## config.mk

```make
export PLATFORM = sky130hd
export DESIGN_NAME = magic_packet_checker_core
export DESIGN_NICKNAME = d
export VERILOG_FILES = /design/src/rtl/core/mpc_pkg.sv /design/src/rtl/core/mpc_front.sv /design/src/rtl/core/mpc_fifo.sv /design/src/rtl/core/mpc_back.sv /design/src/rtl/core/magic_packet_checker_core.sv
export SDC_FILE = /design/constraint.sdc
export NUM_CORES = 1
export LEC_CHECK = 0
export ABC_CLOCK_PERIOD_IN_PS = 3100
export BUFFER_PORTS_ARGS = -buffer_cell sky130_fd_sc_hd__buf_2
export CAP_MARGIN = 10
export CORE_ASPECT_RATIO = 1.25
export CORE_MARGIN = 10
export CORE_UTILIZATION = 53
export CTS_CLUSTER_SIZE = 14
export DETAILED_ROUTE_END_ITERATION = 8
export MAX_ROUTING_LAYER = met4
export PLACE_DENSITY = 0.84
export SLEW_MARGIN = 20
export SYNTH_ARGS = -nofsm -noshare
export SYNTH_HDL_FRONTEND = slang
export SYNTH_HIERARCHICAL = 1
export SYNTH_SLANG_ARGS = --single-unit
```

## constraint.sdc

```tcl
create_clock -name clk_i -period 3.1 [get_ports clk_i]
set_input_delay 0.155 -clock clk_i [delete_from_list [all_inputs] [get_ports clk_i]]
set_output_delay 0.155 -clock clk_i [all_outputs]
set_load 0.05 [all_outputs]
```

## src/rtl/core/mpc_pkg.sv

```systemverilog
// shared types and constants for the magic packet checker
package mpc_pkg;

  localparam int unsigned MacBytes = 6;
  localparam int unsigned MacW     = 8 * MacBytes;
  localparam logic [7:0]  FillByte = 8'hff;

  typedef enum logic [2:0] {
    StOk       = 3'd0,
    StShort    = 3'd1,
    StMismatch = 3'd2,
    StRepeat   = 3'd3,
    StFamily   = 3'd4
  } status_e;

  typedef enum logic [1:0] {
    CfgFilterEn = 2'd0,
    CfgExpMac   = 2'd1,
    CfgFwdV4    = 2'd2,
    CfgFwdV6    = 2'd3
  } cfg_idx_e;

  typedef enum logic [1:0] {
    KindNone    = 2'd0,
    KindPrefix  = 2'd1,
    KindCapture = 2'd2,
    KindCompare = 2'd3
  } kind_e;

  typedef struct packed {
    logic [7:0] data_byte;
    logic       first_byte;
    logic       last_byte;
    logic       is_ipv6;
  } in_item_t;

  typedef struct packed {
    logic            forward;
    logic [2:0]      status;
    logic [MacW-1:0] wake_mac;
    logic            family_ipv6;
  } out_item_t;

  // classified byte handed from front to back
  typedef struct packed {
    kind_e      kind;
    logic [7:0] data;
    logic [2:0] mac_idx;
    logic       restart;
    logic       last;
    logic       too_short;
    logic       is_ipv6;
  } op_t;

  typedef struct packed {
    logic            filter_en;
    logic [MacW-1:0] exp_mac;
    logic            fwd_v4;
    logic            fwd_v6;
  } cfg_t;

endpackage

```

## src/rtl/core/mpc_front.sv

```systemverilog
// front end: tracks byte position and classifies each payload byte
module mpc_front import mpc_pkg::*; #(
  parameter int unsigned PREFIX_LEN   = 6,
  parameter int unsigned REPEAT_COUNT = 16
) (
  input  logic     clk_i,
  input  logic     rst_ni,
  input  logic     in_valid_i,
  output logic     in_stall_o,
  input  in_item_t in_data_i,
  output logic     push_o,
  input  logic     full_i,
  output op_t      op_o
);

  localparam int unsigned FullLen = PREFIX_LEN + MacBytes * REPEAT_COUNT;
  localparam int unsigned PosW    = $clog2(FullLen + 1);

  logic [PosW-1:0] pos_q, pos_d, pos_cur, pos_nxt;
  logic [2:0]      idx_q, idx_d, idx_cur, idx_nxt;
  logic            restart, accept;
  kind_e           kind;

  assign in_stall_o = full_i;
  assign push_o     = in_valid_i;
  assign accept     = in_valid_i && !full_i;

  always_comb begin
    restart = in_data_i.first_byte || (pos_q == '0);
    pos_cur = restart ? '0 : pos_q;
    idx_cur = restart ? '0 : idx_q;
    if (pos_cur < PosW'(FullLen)) begin
      pos_nxt = pos_cur + PosW'(1);
      if (pos_cur < PosW'(PREFIX_LEN)) begin
        kind = KindPrefix;
      end else if (pos_cur < PosW'(PREFIX_LEN + MacBytes)) begin
        kind = KindCapture;
      end else begin
        kind = KindCompare;
      end
    end else begin
      pos_nxt = pos_cur;
      kind    = KindNone;
    end
    // byte index within one mac copy
    if (kind == KindCapture || kind == KindCompare) begin
      idx_nxt = (idx_cur == 3'(MacBytes - 1)) ? '0 : idx_cur + 3'd1;
    end else begin
      idx_nxt = '0;
    end
  end

  always_comb begin
    op_o.kind      = kind;
    op_o.data      = in_data_i.data_byte;
    op_o.mac_idx   = idx_cur;
    op_o.restart   = restart;
    op_o.last      = in_data_i.last_byte;
    op_o.too_short = pos_nxt < PosW'(FullLen);
    op_o.is_ipv6   = in_data_i.is_ipv6;
  end

  always_comb begin
    pos_d = pos_q;
    idx_d = idx_q;
    if (accept) begin
      if (in_data_i.last_byte) begin
        pos_d = '0;
        idx_d = '0;
      end else begin
        pos_d = pos_nxt;
        idx_d = idx_nxt;
      end
    end
  end

  always_ff @(posedge clk_i or negedge rst_ni) begin
    if (!rst_ni) begin
      pos_q <= '0;
      idx_q <= '0;
    end else begin
      pos_q <= pos_d;
      idx_q <= idx_d;
    end
  end

endmodule

```

## src/rtl/core/mpc_fifo.sv

```systemverilog
// two-entry queue between front and back
module mpc_fifo import mpc_pkg::*; (
  input  logic clk_i,
  input  logic rst_ni,
  input  logic push_i,
  input  op_t  push_data_i,
  output logic full_o,
  input  logic pop_i,
  output logic empty_o,
  output op_t  head_o
);

  op_t        mem_q [2];
  logic       wr_ptr_q, wr_ptr_d, rd_ptr_q, rd_ptr_d;
  logic [1:0] cnt_q, cnt_d;
  logic       do_push, do_pop;

  assign full_o  = (cnt_q == 2'd2);
  assign empty_o = (cnt_q == 2'd0);
  assign head_o  = mem_q[rd_ptr_q];
  assign do_push = push_i && !full_o;
  assign do_pop  = pop_i && !empty_o;

  always_comb begin
    wr_ptr_d = do_push ? !wr_ptr_q : wr_ptr_q;
    rd_ptr_d = do_pop ? !rd_ptr_q : rd_ptr_q;
    cnt_d    = cnt_q + 2'(do_push) - 2'(do_pop);
  end

  always_ff @(posedge clk_i) begin
    if (do_push) begin
      mem_q[wr_ptr_q] <= push_data_i;
    end
  end

  always_ff @(posedge clk_i or negedge rst_ni) begin
    if (!rst_ni) begin
      wr_ptr_q <= 1'b0;
      rd_ptr_q <= 1'b0;
      cnt_q    <= 2'd0;
    end else begin
      wr_ptr_q <= wr_ptr_d;
      rd_ptr_q <= rd_ptr_d;
      cnt_q    <= cnt_d;
    end
  end

endmodule

```

## src/rtl/core/mpc_back.sv

```systemverilog
// back end: prefix check, mac capture, repeat compare and the verdict register
module mpc_back import mpc_pkg::*; (
  input  logic      clk_i,
  input  logic      rst_ni,
  input  logic      empty_i,
  input  op_t       head_i,
  output logic      pop_o,
  input  cfg_t      cfg_i,
  output logic      out_valid_o,
  input  logic      out_stall_i,
  output out_item_t out_data_o
);

  logic [MacW-1:0] mac_q, mac_d, mac_cur;
  logic            pgood_q, pgood_d, pgood_cur;
  logic            rgood_q, rgood_d, rgood_cur;
  logic            fam_q, fam_d, fam_cur;
  logic            out_valid_q, out_valid_d;
  out_item_t       out_q, out_d, verdict;
  logic            out_free;
  logic [7:0]      ref_byte;
  logic            fam_en;

  assign out_free    = !out_valid_q || !out_stall_i;
  assign pop_o       = !empty_i && (!head_i.last || out_free);
  assign out_valid_o = out_valid_q;
  assign out_data_o  = out_q;

  always_comb begin
    mac_cur   = head_i.restart ? '0 : mac_q;
    pgood_cur = head_i.restart ? 1'b1 : pgood_q;
    rgood_cur = head_i.restart ? 1'b1 : rgood_q;
    fam_cur   = head_i.restart ? head_i.is_ipv6 : fam_q;

    case (head_i.mac_idx)
      3'd0:    ref_byte = mac_cur[47:40];
      3'd1:    ref_byte = mac_cur[39:32];
      3'd2:    ref_byte = mac_cur[31:24];
      3'd3:    ref_byte = mac_cur[23:16];
      3'd4:    ref_byte = mac_cur[15:8];
      default: ref_byte = mac_cur[7:0];
    endcase

    case (head_i.kind)
      KindPrefix: begin
        if (head_i.data != FillByte) pgood_cur = 1'b0;
      end
      KindCapture: begin
        mac_cur = {mac_cur[MacW-9:0], head_i.data};
      end
      KindCompare: begin
        if (head_i.data != ref_byte) rgood_cur = 1'b0;
      end
      default: ;
    endcase
  end

  always_comb begin
    fam_en              = fam_cur ? cfg_i.fwd_v6 : cfg_i.fwd_v4;
    verdict.forward     = 1'b0;
    verdict.wake_mac    = mac_cur;
    verdict.family_ipv6 = fam_cur;
    if (head_i.too_short) begin
      verdict.status   = StShort;
      verdict.wake_mac = '0;
    end else if (cfg_i.filter_en) begin
      verdict.status = (pgood_cur && rgood_cur && mac_cur == cfg_i.exp_mac) ? StOk
                                                                            : StMismatch;
    end else if (!pgood_cur) begin
      verdict.status = StMismatch;
    end else if (!rgood_cur) begin
      verdict.status = StRepeat;
    end else begin
      verdict.status = StOk;
    end
    if (verdict.status == StOk) begin
      if (fam_en) begin
        verdict.forward = 1'b1;
      end else begin
        verdict.status = StFamily;
      end
    end
  end

  always_comb begin
    mac_d       = mac_q;
    pgood_d     = pgood_q;
    rgood_d     = rgood_q;
    fam_d       = fam_q;
    out_d       = out_q;
    out_valid_d = out_valid_q && out_stall_i;
    if (pop_o) begin
      fam_d = fam_cur;
      if (head_i.last) begin
        // verdict given, checking restarts
        mac_d       = '0;
        pgood_d     = 1'b1;
        rgood_d     = 1'b1;
        out_d       = verdict;
        out_valid_d = 1'b1;
      end else begin
        mac_d   = mac_cur;
        pgood_d = pgood_cur;
        rgood_d = rgood_cur;
      end
    end
  end

  always_ff @(posedge clk_i) begin
    out_q <= out_d;
  end

  always_ff @(posedge clk_i or negedge rst_ni) begin
    if (!rst_ni) begin
      mac_q       <= '0;
      pgood_q     <= 1'b1;
      rgood_q     <= 1'b1;
      fam_q       <= 1'b0;
      out_valid_q <= 1'b0;
    end else begin
      mac_q       <= mac_d;
      pgood_q     <= pgood_d;
      rgood_q     <= rgood_d;
      fam_q       <= fam_d;
      out_valid_q <= out_valid_d;
    end
  end

endmodule

```

## src/rtl/core/magic_packet_checker_core.sv

```systemverilog
// top level of the wake-on-lan magic packet checker
// Takes one payload byte per clock cycle while in_stall_o is low. A verdict is formed once
// the last byte of a payload has passed through the two-entry queue between the classifier
// and the checker, which then loads the verdict into the output register behind out_valid_o.
// Throughput is set by the back-end checker, which retires one byte per cycle unless a last
// byte waits for the output register to free up; the queue and the output register let the
// input keep flowing while a verdict waits on out_stall_i, until the next payload's last byte
// reaches the checker.
// Configuration is taken through a write-only port and is sampled when a verdict
// is formed, so write it only while no payload is in flight.
module magic_packet_checker_core import mpc_pkg::*; #(
  parameter int unsigned PREFIX_LEN   = 6,
  parameter int unsigned REPEAT_COUNT = 16
) (
  input  logic            clk_i,
  input  logic            rst_ni,
  input  logic            in_valid_i,
  output logic            in_stall_o,
  input  in_item_t        in_data_i,
  output logic            out_valid_o,
  input  logic            out_stall_i,
  output out_item_t       out_data_o,
  input  logic            cfg_we_i,
  input  logic [1:0]      cfg_idx_i,
  input  logic [MacW-1:0] cfg_data_i
);

  cfg_t cfg_q, cfg_d;
  op_t  push_op, head_op;
  logic push, full, empty, pop;

  always_comb begin
    cfg_d = cfg_q;
    if (cfg_we_i) begin
      case (cfg_idx_e'(cfg_idx_i))
        CfgFilterEn: cfg_d.filter_en = cfg_data_i[0];
        CfgExpMac:   cfg_d.exp_mac   = cfg_data_i;
        CfgFwdV4:    cfg_d.fwd_v4    = cfg_data_i[0];
        CfgFwdV6:    cfg_d.fwd_v6    = cfg_data_i[0];
        default: ;
      endcase
    end
  end

  always_ff @(posedge clk_i or negedge rst_ni) begin
    if (!rst_ni) begin
      cfg_q <= '0;
    end else begin
      cfg_q <= cfg_d;
    end
  end

  mpc_front #(
    .PREFIX_LEN  (PREFIX_LEN),
    .REPEAT_COUNT(REPEAT_COUNT)
  ) u_front (
    .clk_i     (clk_i),
    .rst_ni    (rst_ni),
    .in_valid_i(in_valid_i),
    .in_stall_o(in_stall_o),
    .in_data_i (in_data_i),
    .push_o    (push),
    .full_i    (full),
    .op_o      (push_op)
  );

  mpc_fifo u_fifo (
    .clk_i      (clk_i),
    .rst_ni     (rst_ni),
    .push_i     (push),
    .push_data_i(push_op),
    .full_o     (full),
    .pop_i      (pop),
    .empty_o    (empty),
    .head_o     (head_op)
  );

  mpc_back u_back (
    .clk_i      (clk_i),
    .rst_ni     (rst_ni),
    .empty_i    (empty),
    .head_i     (head_op),
    .pop_o      (pop),
    .cfg_i      (cfg_q),
    .out_valid_o(out_valid_o),
    .out_stall_i(out_stall_i),
    .out_data_o (out_data_o)
  );

endmodule

```

==> results.json <==
{
  "hold_start": "in_valid_i",
  "slew_headroom": 0.419,
  "cts_buffer_depth": 3,
  "yosysTopAreaCell": "dfrtp_1",
  "finalSetupViolations": 3,
  "grt_pass1_wl_mm": 50.1,
  "synth-edff-count": 87,
  "grt_usage": 0.242,
  "dieWidth_microns": 148,
  "avgSynthCellArea_sq_um": 11.7,
  "viasPerCell": 6.01,
  "yosys.cell_count.top_type": "dfrtp_1",
  "grt_overflow_total": 0,
  "synth_area_sq_mm": 0.0108,
  "yosysWarningCount": 6,
  "layout-drive-gt1-share": 0.332,
  "die_h_microns": 179,
  "grt_pass1_vias": 8835,
  "r2r_cells": 13,
  "ios": 121,
  "hold_viol_final": 0,
  "critical-path-slowest-cell": "dfrtp_1",
  "worst-path-max-fanout": 9,
  "areaGrowthSynthToFinish_pct": 27.0,
  "htree_num_levels": 1,
  "crit_path_start_kind": "register",
  "synth-seq-cells": 204,
  "crit_path_cell_trace": "buf_6 -> mux2_4 -> nor2b_4 -> buf_6 -> buf_12 -> mux2i_4 -> xnor2_1 -> nand4_1 -> nor4_2 -> buf_4 -> nand4_1 -> a21bo_2 -> nor2b_1",
  "cts_root_buf": "clkbuf_16",
  "antenna_found_initial": 0,
  "hold_ws_ps": 19.2,
  "fin_worst_skew_ps": 12.3,
  "r2r_slack_ps": -120,
  "cp_num_cells": 13,
  "tns_ps": -239,
  "initial_core_util": 0.536,
  "synthArstFlopShare": 0.574,
  "synth_ff_type": "dfrtp_1",
  "gp_congestion": 0.948,
  "cp_num_buf_inv": 4,
  "synth.area.top_cells": "dfrtp_1, edfxtp_1, mux2_2",
  "wl_per_cell_microns": 22.6,
  "dpl_cell_area_sq_mm": 0.0121,
  "num_vias": 8658,
  "fin_nets": 1225,
  "ys_types": 84,
  "r2r_start": "u_fifo/rd_ptr_q",
  "final_util": 0.681,
  "critPathTopFamily": "simple AND/OR/NAND/NOR gates",
  "wl_mm": 32.5,
  "clkLatencyLatePin_ps": 500,
  "place_hpwl_mm": 22.2,
  "tightest_slew_ps": 871,
  "post-route-period-util": 1.04,
  "cts.reportedPaths.clkPinSlew_ps": 60,
  "drv_slew": 0,
  "rsz0062_at_grt": "true",
  "cellLeakagePower_nw": 5.68,
  "max_freq_ghz": 0.310,
  "drv_cap": 0,
  "finalWorstSetupSlack_ps": -121,
  "grt_max_degree": 83,
  "cp-end-kind": "register",
  "antenna_left": 0,
  "cts_tree": "built",
  "final_area_sq_mm": 0.0137,
  "power.density_mw_per_mm2": 768,
  "synth_common_cells": "dfrtp_1, nand2_1, edfxtp_1",
  "cp.arrival_ps": 3470,
  "r2r-end": "u_back/out_data_o[50]",
  "portBuffers": 120,
  "holdPathEnd": "u_fifo/wr_ptr_q",
  "drt-initial-drc-count": 764,
  "critPathLaunch": "u_fifo/rd_ptr_q",
  "drc": 0,
  "max-vdd-ir-drop_mv": 1.06,
  "hp-class": "input port to register",
  "synthCells": 925,
  "cts_sinks": 204,
  "min_period_ps": 3220,
  "dieArea_sq_mm": 0.0265,
  "netlist.area_leader.share": 0.267,
  "dp_slack_ps": -260,
  "required_ps": 3350,
  "violations": "negative setup slack",
  "yosysSeqAreaShare": 0.514,
  "core_area_sq_mm": 0.0201,
  "numCtsBuffers": 21,
  "syn_nets": 994,
  "max_stage_delay_ps": 410,
  "outcome": "complete, but fails checks",
  "firstDrtPassIters": 5,
  "antenna_cells": 0,
  "min_path_cells": 3,
  "std_cell_rows": 58,
  "nFillCells": 1457,
  "crit_type": "register to register"
}
-- tightest hold or removal path: stages --
cell	delay [ps]
buf_2	110
nand2_1	120
xnor2_1	90
-- layout make-up --
type / count / area [sq um] / share of cell area
clock buffer: 26 / 554 / 0.0405
clock inverter: 11 / 136 / 0.00996
inverter: 19 / 71.3 / 0.00521
multi-input combinational: 619 / 4930 / 0.360
sequential: 204 / 5540 / 0.405
tap: 270 / 338 / 0.0247
timing repair buffer: 291 / 2120 / 0.155
-- power by group --
group          total, W  internal [W]  switching (W)
registers       0.00377       0.00350       0.000272
logic           0.00418       0.00147        0.00271
clock network   0.00256       0.00152        0.00104
total            0.0105       0.00649        0.00402
-- placed cells by master (no fill, tap or decap), drive strengths merged, types with 7 or more instances in the layout --
cell type,Yosys,routed
a31oi,13,13
edfxtp,87,87
dfrtp,115,115
nor2,42,42
nand3,7,7
dlygate4sd3,0,60
o31ai,9,9
nor2b,18,18
inv,19,20
o21ai,16,16
buf,45,231
nor4,8,8
mux2,79,79
nand2,89,89
nor4bb,12,12
nor3,8,8
clkbuf,38,26
nand2b,30,30
a21oi,41,41
xor2,28,28
nand4,15,15
a22o,48,48
nand3b,8,8
xnor2,24,24
and3b,7,7
mux2i,31,31
-- per-stage QoR --
| stage | std cells | power [W] |
|---|---|---|
| final | 1440 | 0.0105 |
| after floorplan | 925 | 0.00658 |
| after CTS | 1436 | 0.0105 |
| after global placement | 1333 | 0.00764 |
| after detailed placement | 1333 | 0.00772 |
| after global routing | 1440 | 0.0109 |
-- routing by layer --
layer	vias up	part of all wire	GRT usage
met5	-	0	-
met4	0	0.048	0.110
met3	113	0.077	0.0377
met2	456	0.50	0.405
met1	4247	0.37	0.281
li1	3842	-	-
-- state kept, by name, indices dropped and copies added (netlist names) --
name                cells
u_front/idx_q           3
u_fifo/cnt_q            2
u_fifo/wr_ptr_q         1
u_back/out_data_o      53
u_back/mac_q           48
u_front/pos_q           7
u_back/fam_q            1
u_back/out_valid_o      1
u_fifo/rd_ptr_q         1
u_fifo/mem_q           34
u_back/pgood_q          1
cfg_q                  51
u_back/rgood_q          1
-- how the worst max path moves through the flow --
stage                            endpoint  slack (ps)
finish              u_back/out_data_o[50]        -120
floorplan           u_back/out_data_o[50]          30
global route        u_back/out_data_o[50]        -250
CTS                 u_back/out_data_o[50]         -70
global placement    u_back/out_data_o[50]        -260
detailed placement  u_back/out_data_o[50]        -260
-- what timing repair did --
action	CTS	global route
endpoints found under the hold margin	107	0
setup endpoints to repair	4	4
setup buffers	6	4
pin swaps	9	14
hold buffers	60	0
gates resized for setup	27	28
-- kinds of logic (layout without fill, tap and decap cells) --
group / after synthesis / count (layout) / share of synthesized area
XOR/XNOR: 52 / 52 / 0.0422
AO/OA/AOI/OAI: 178 / 178 / 0.124
AND/OR/NAND/NOR: 276 / 276 / 0.145
buffers and inverters: 102 / 347 / 0.0497
multiplexers: 110 / 110 / 0.122
flip-flops: 204 / 204 / 0.514
adder cells (fa/ha/maj): 3 / 3 / 0.00348
Power figures use the tool's default switching activity.
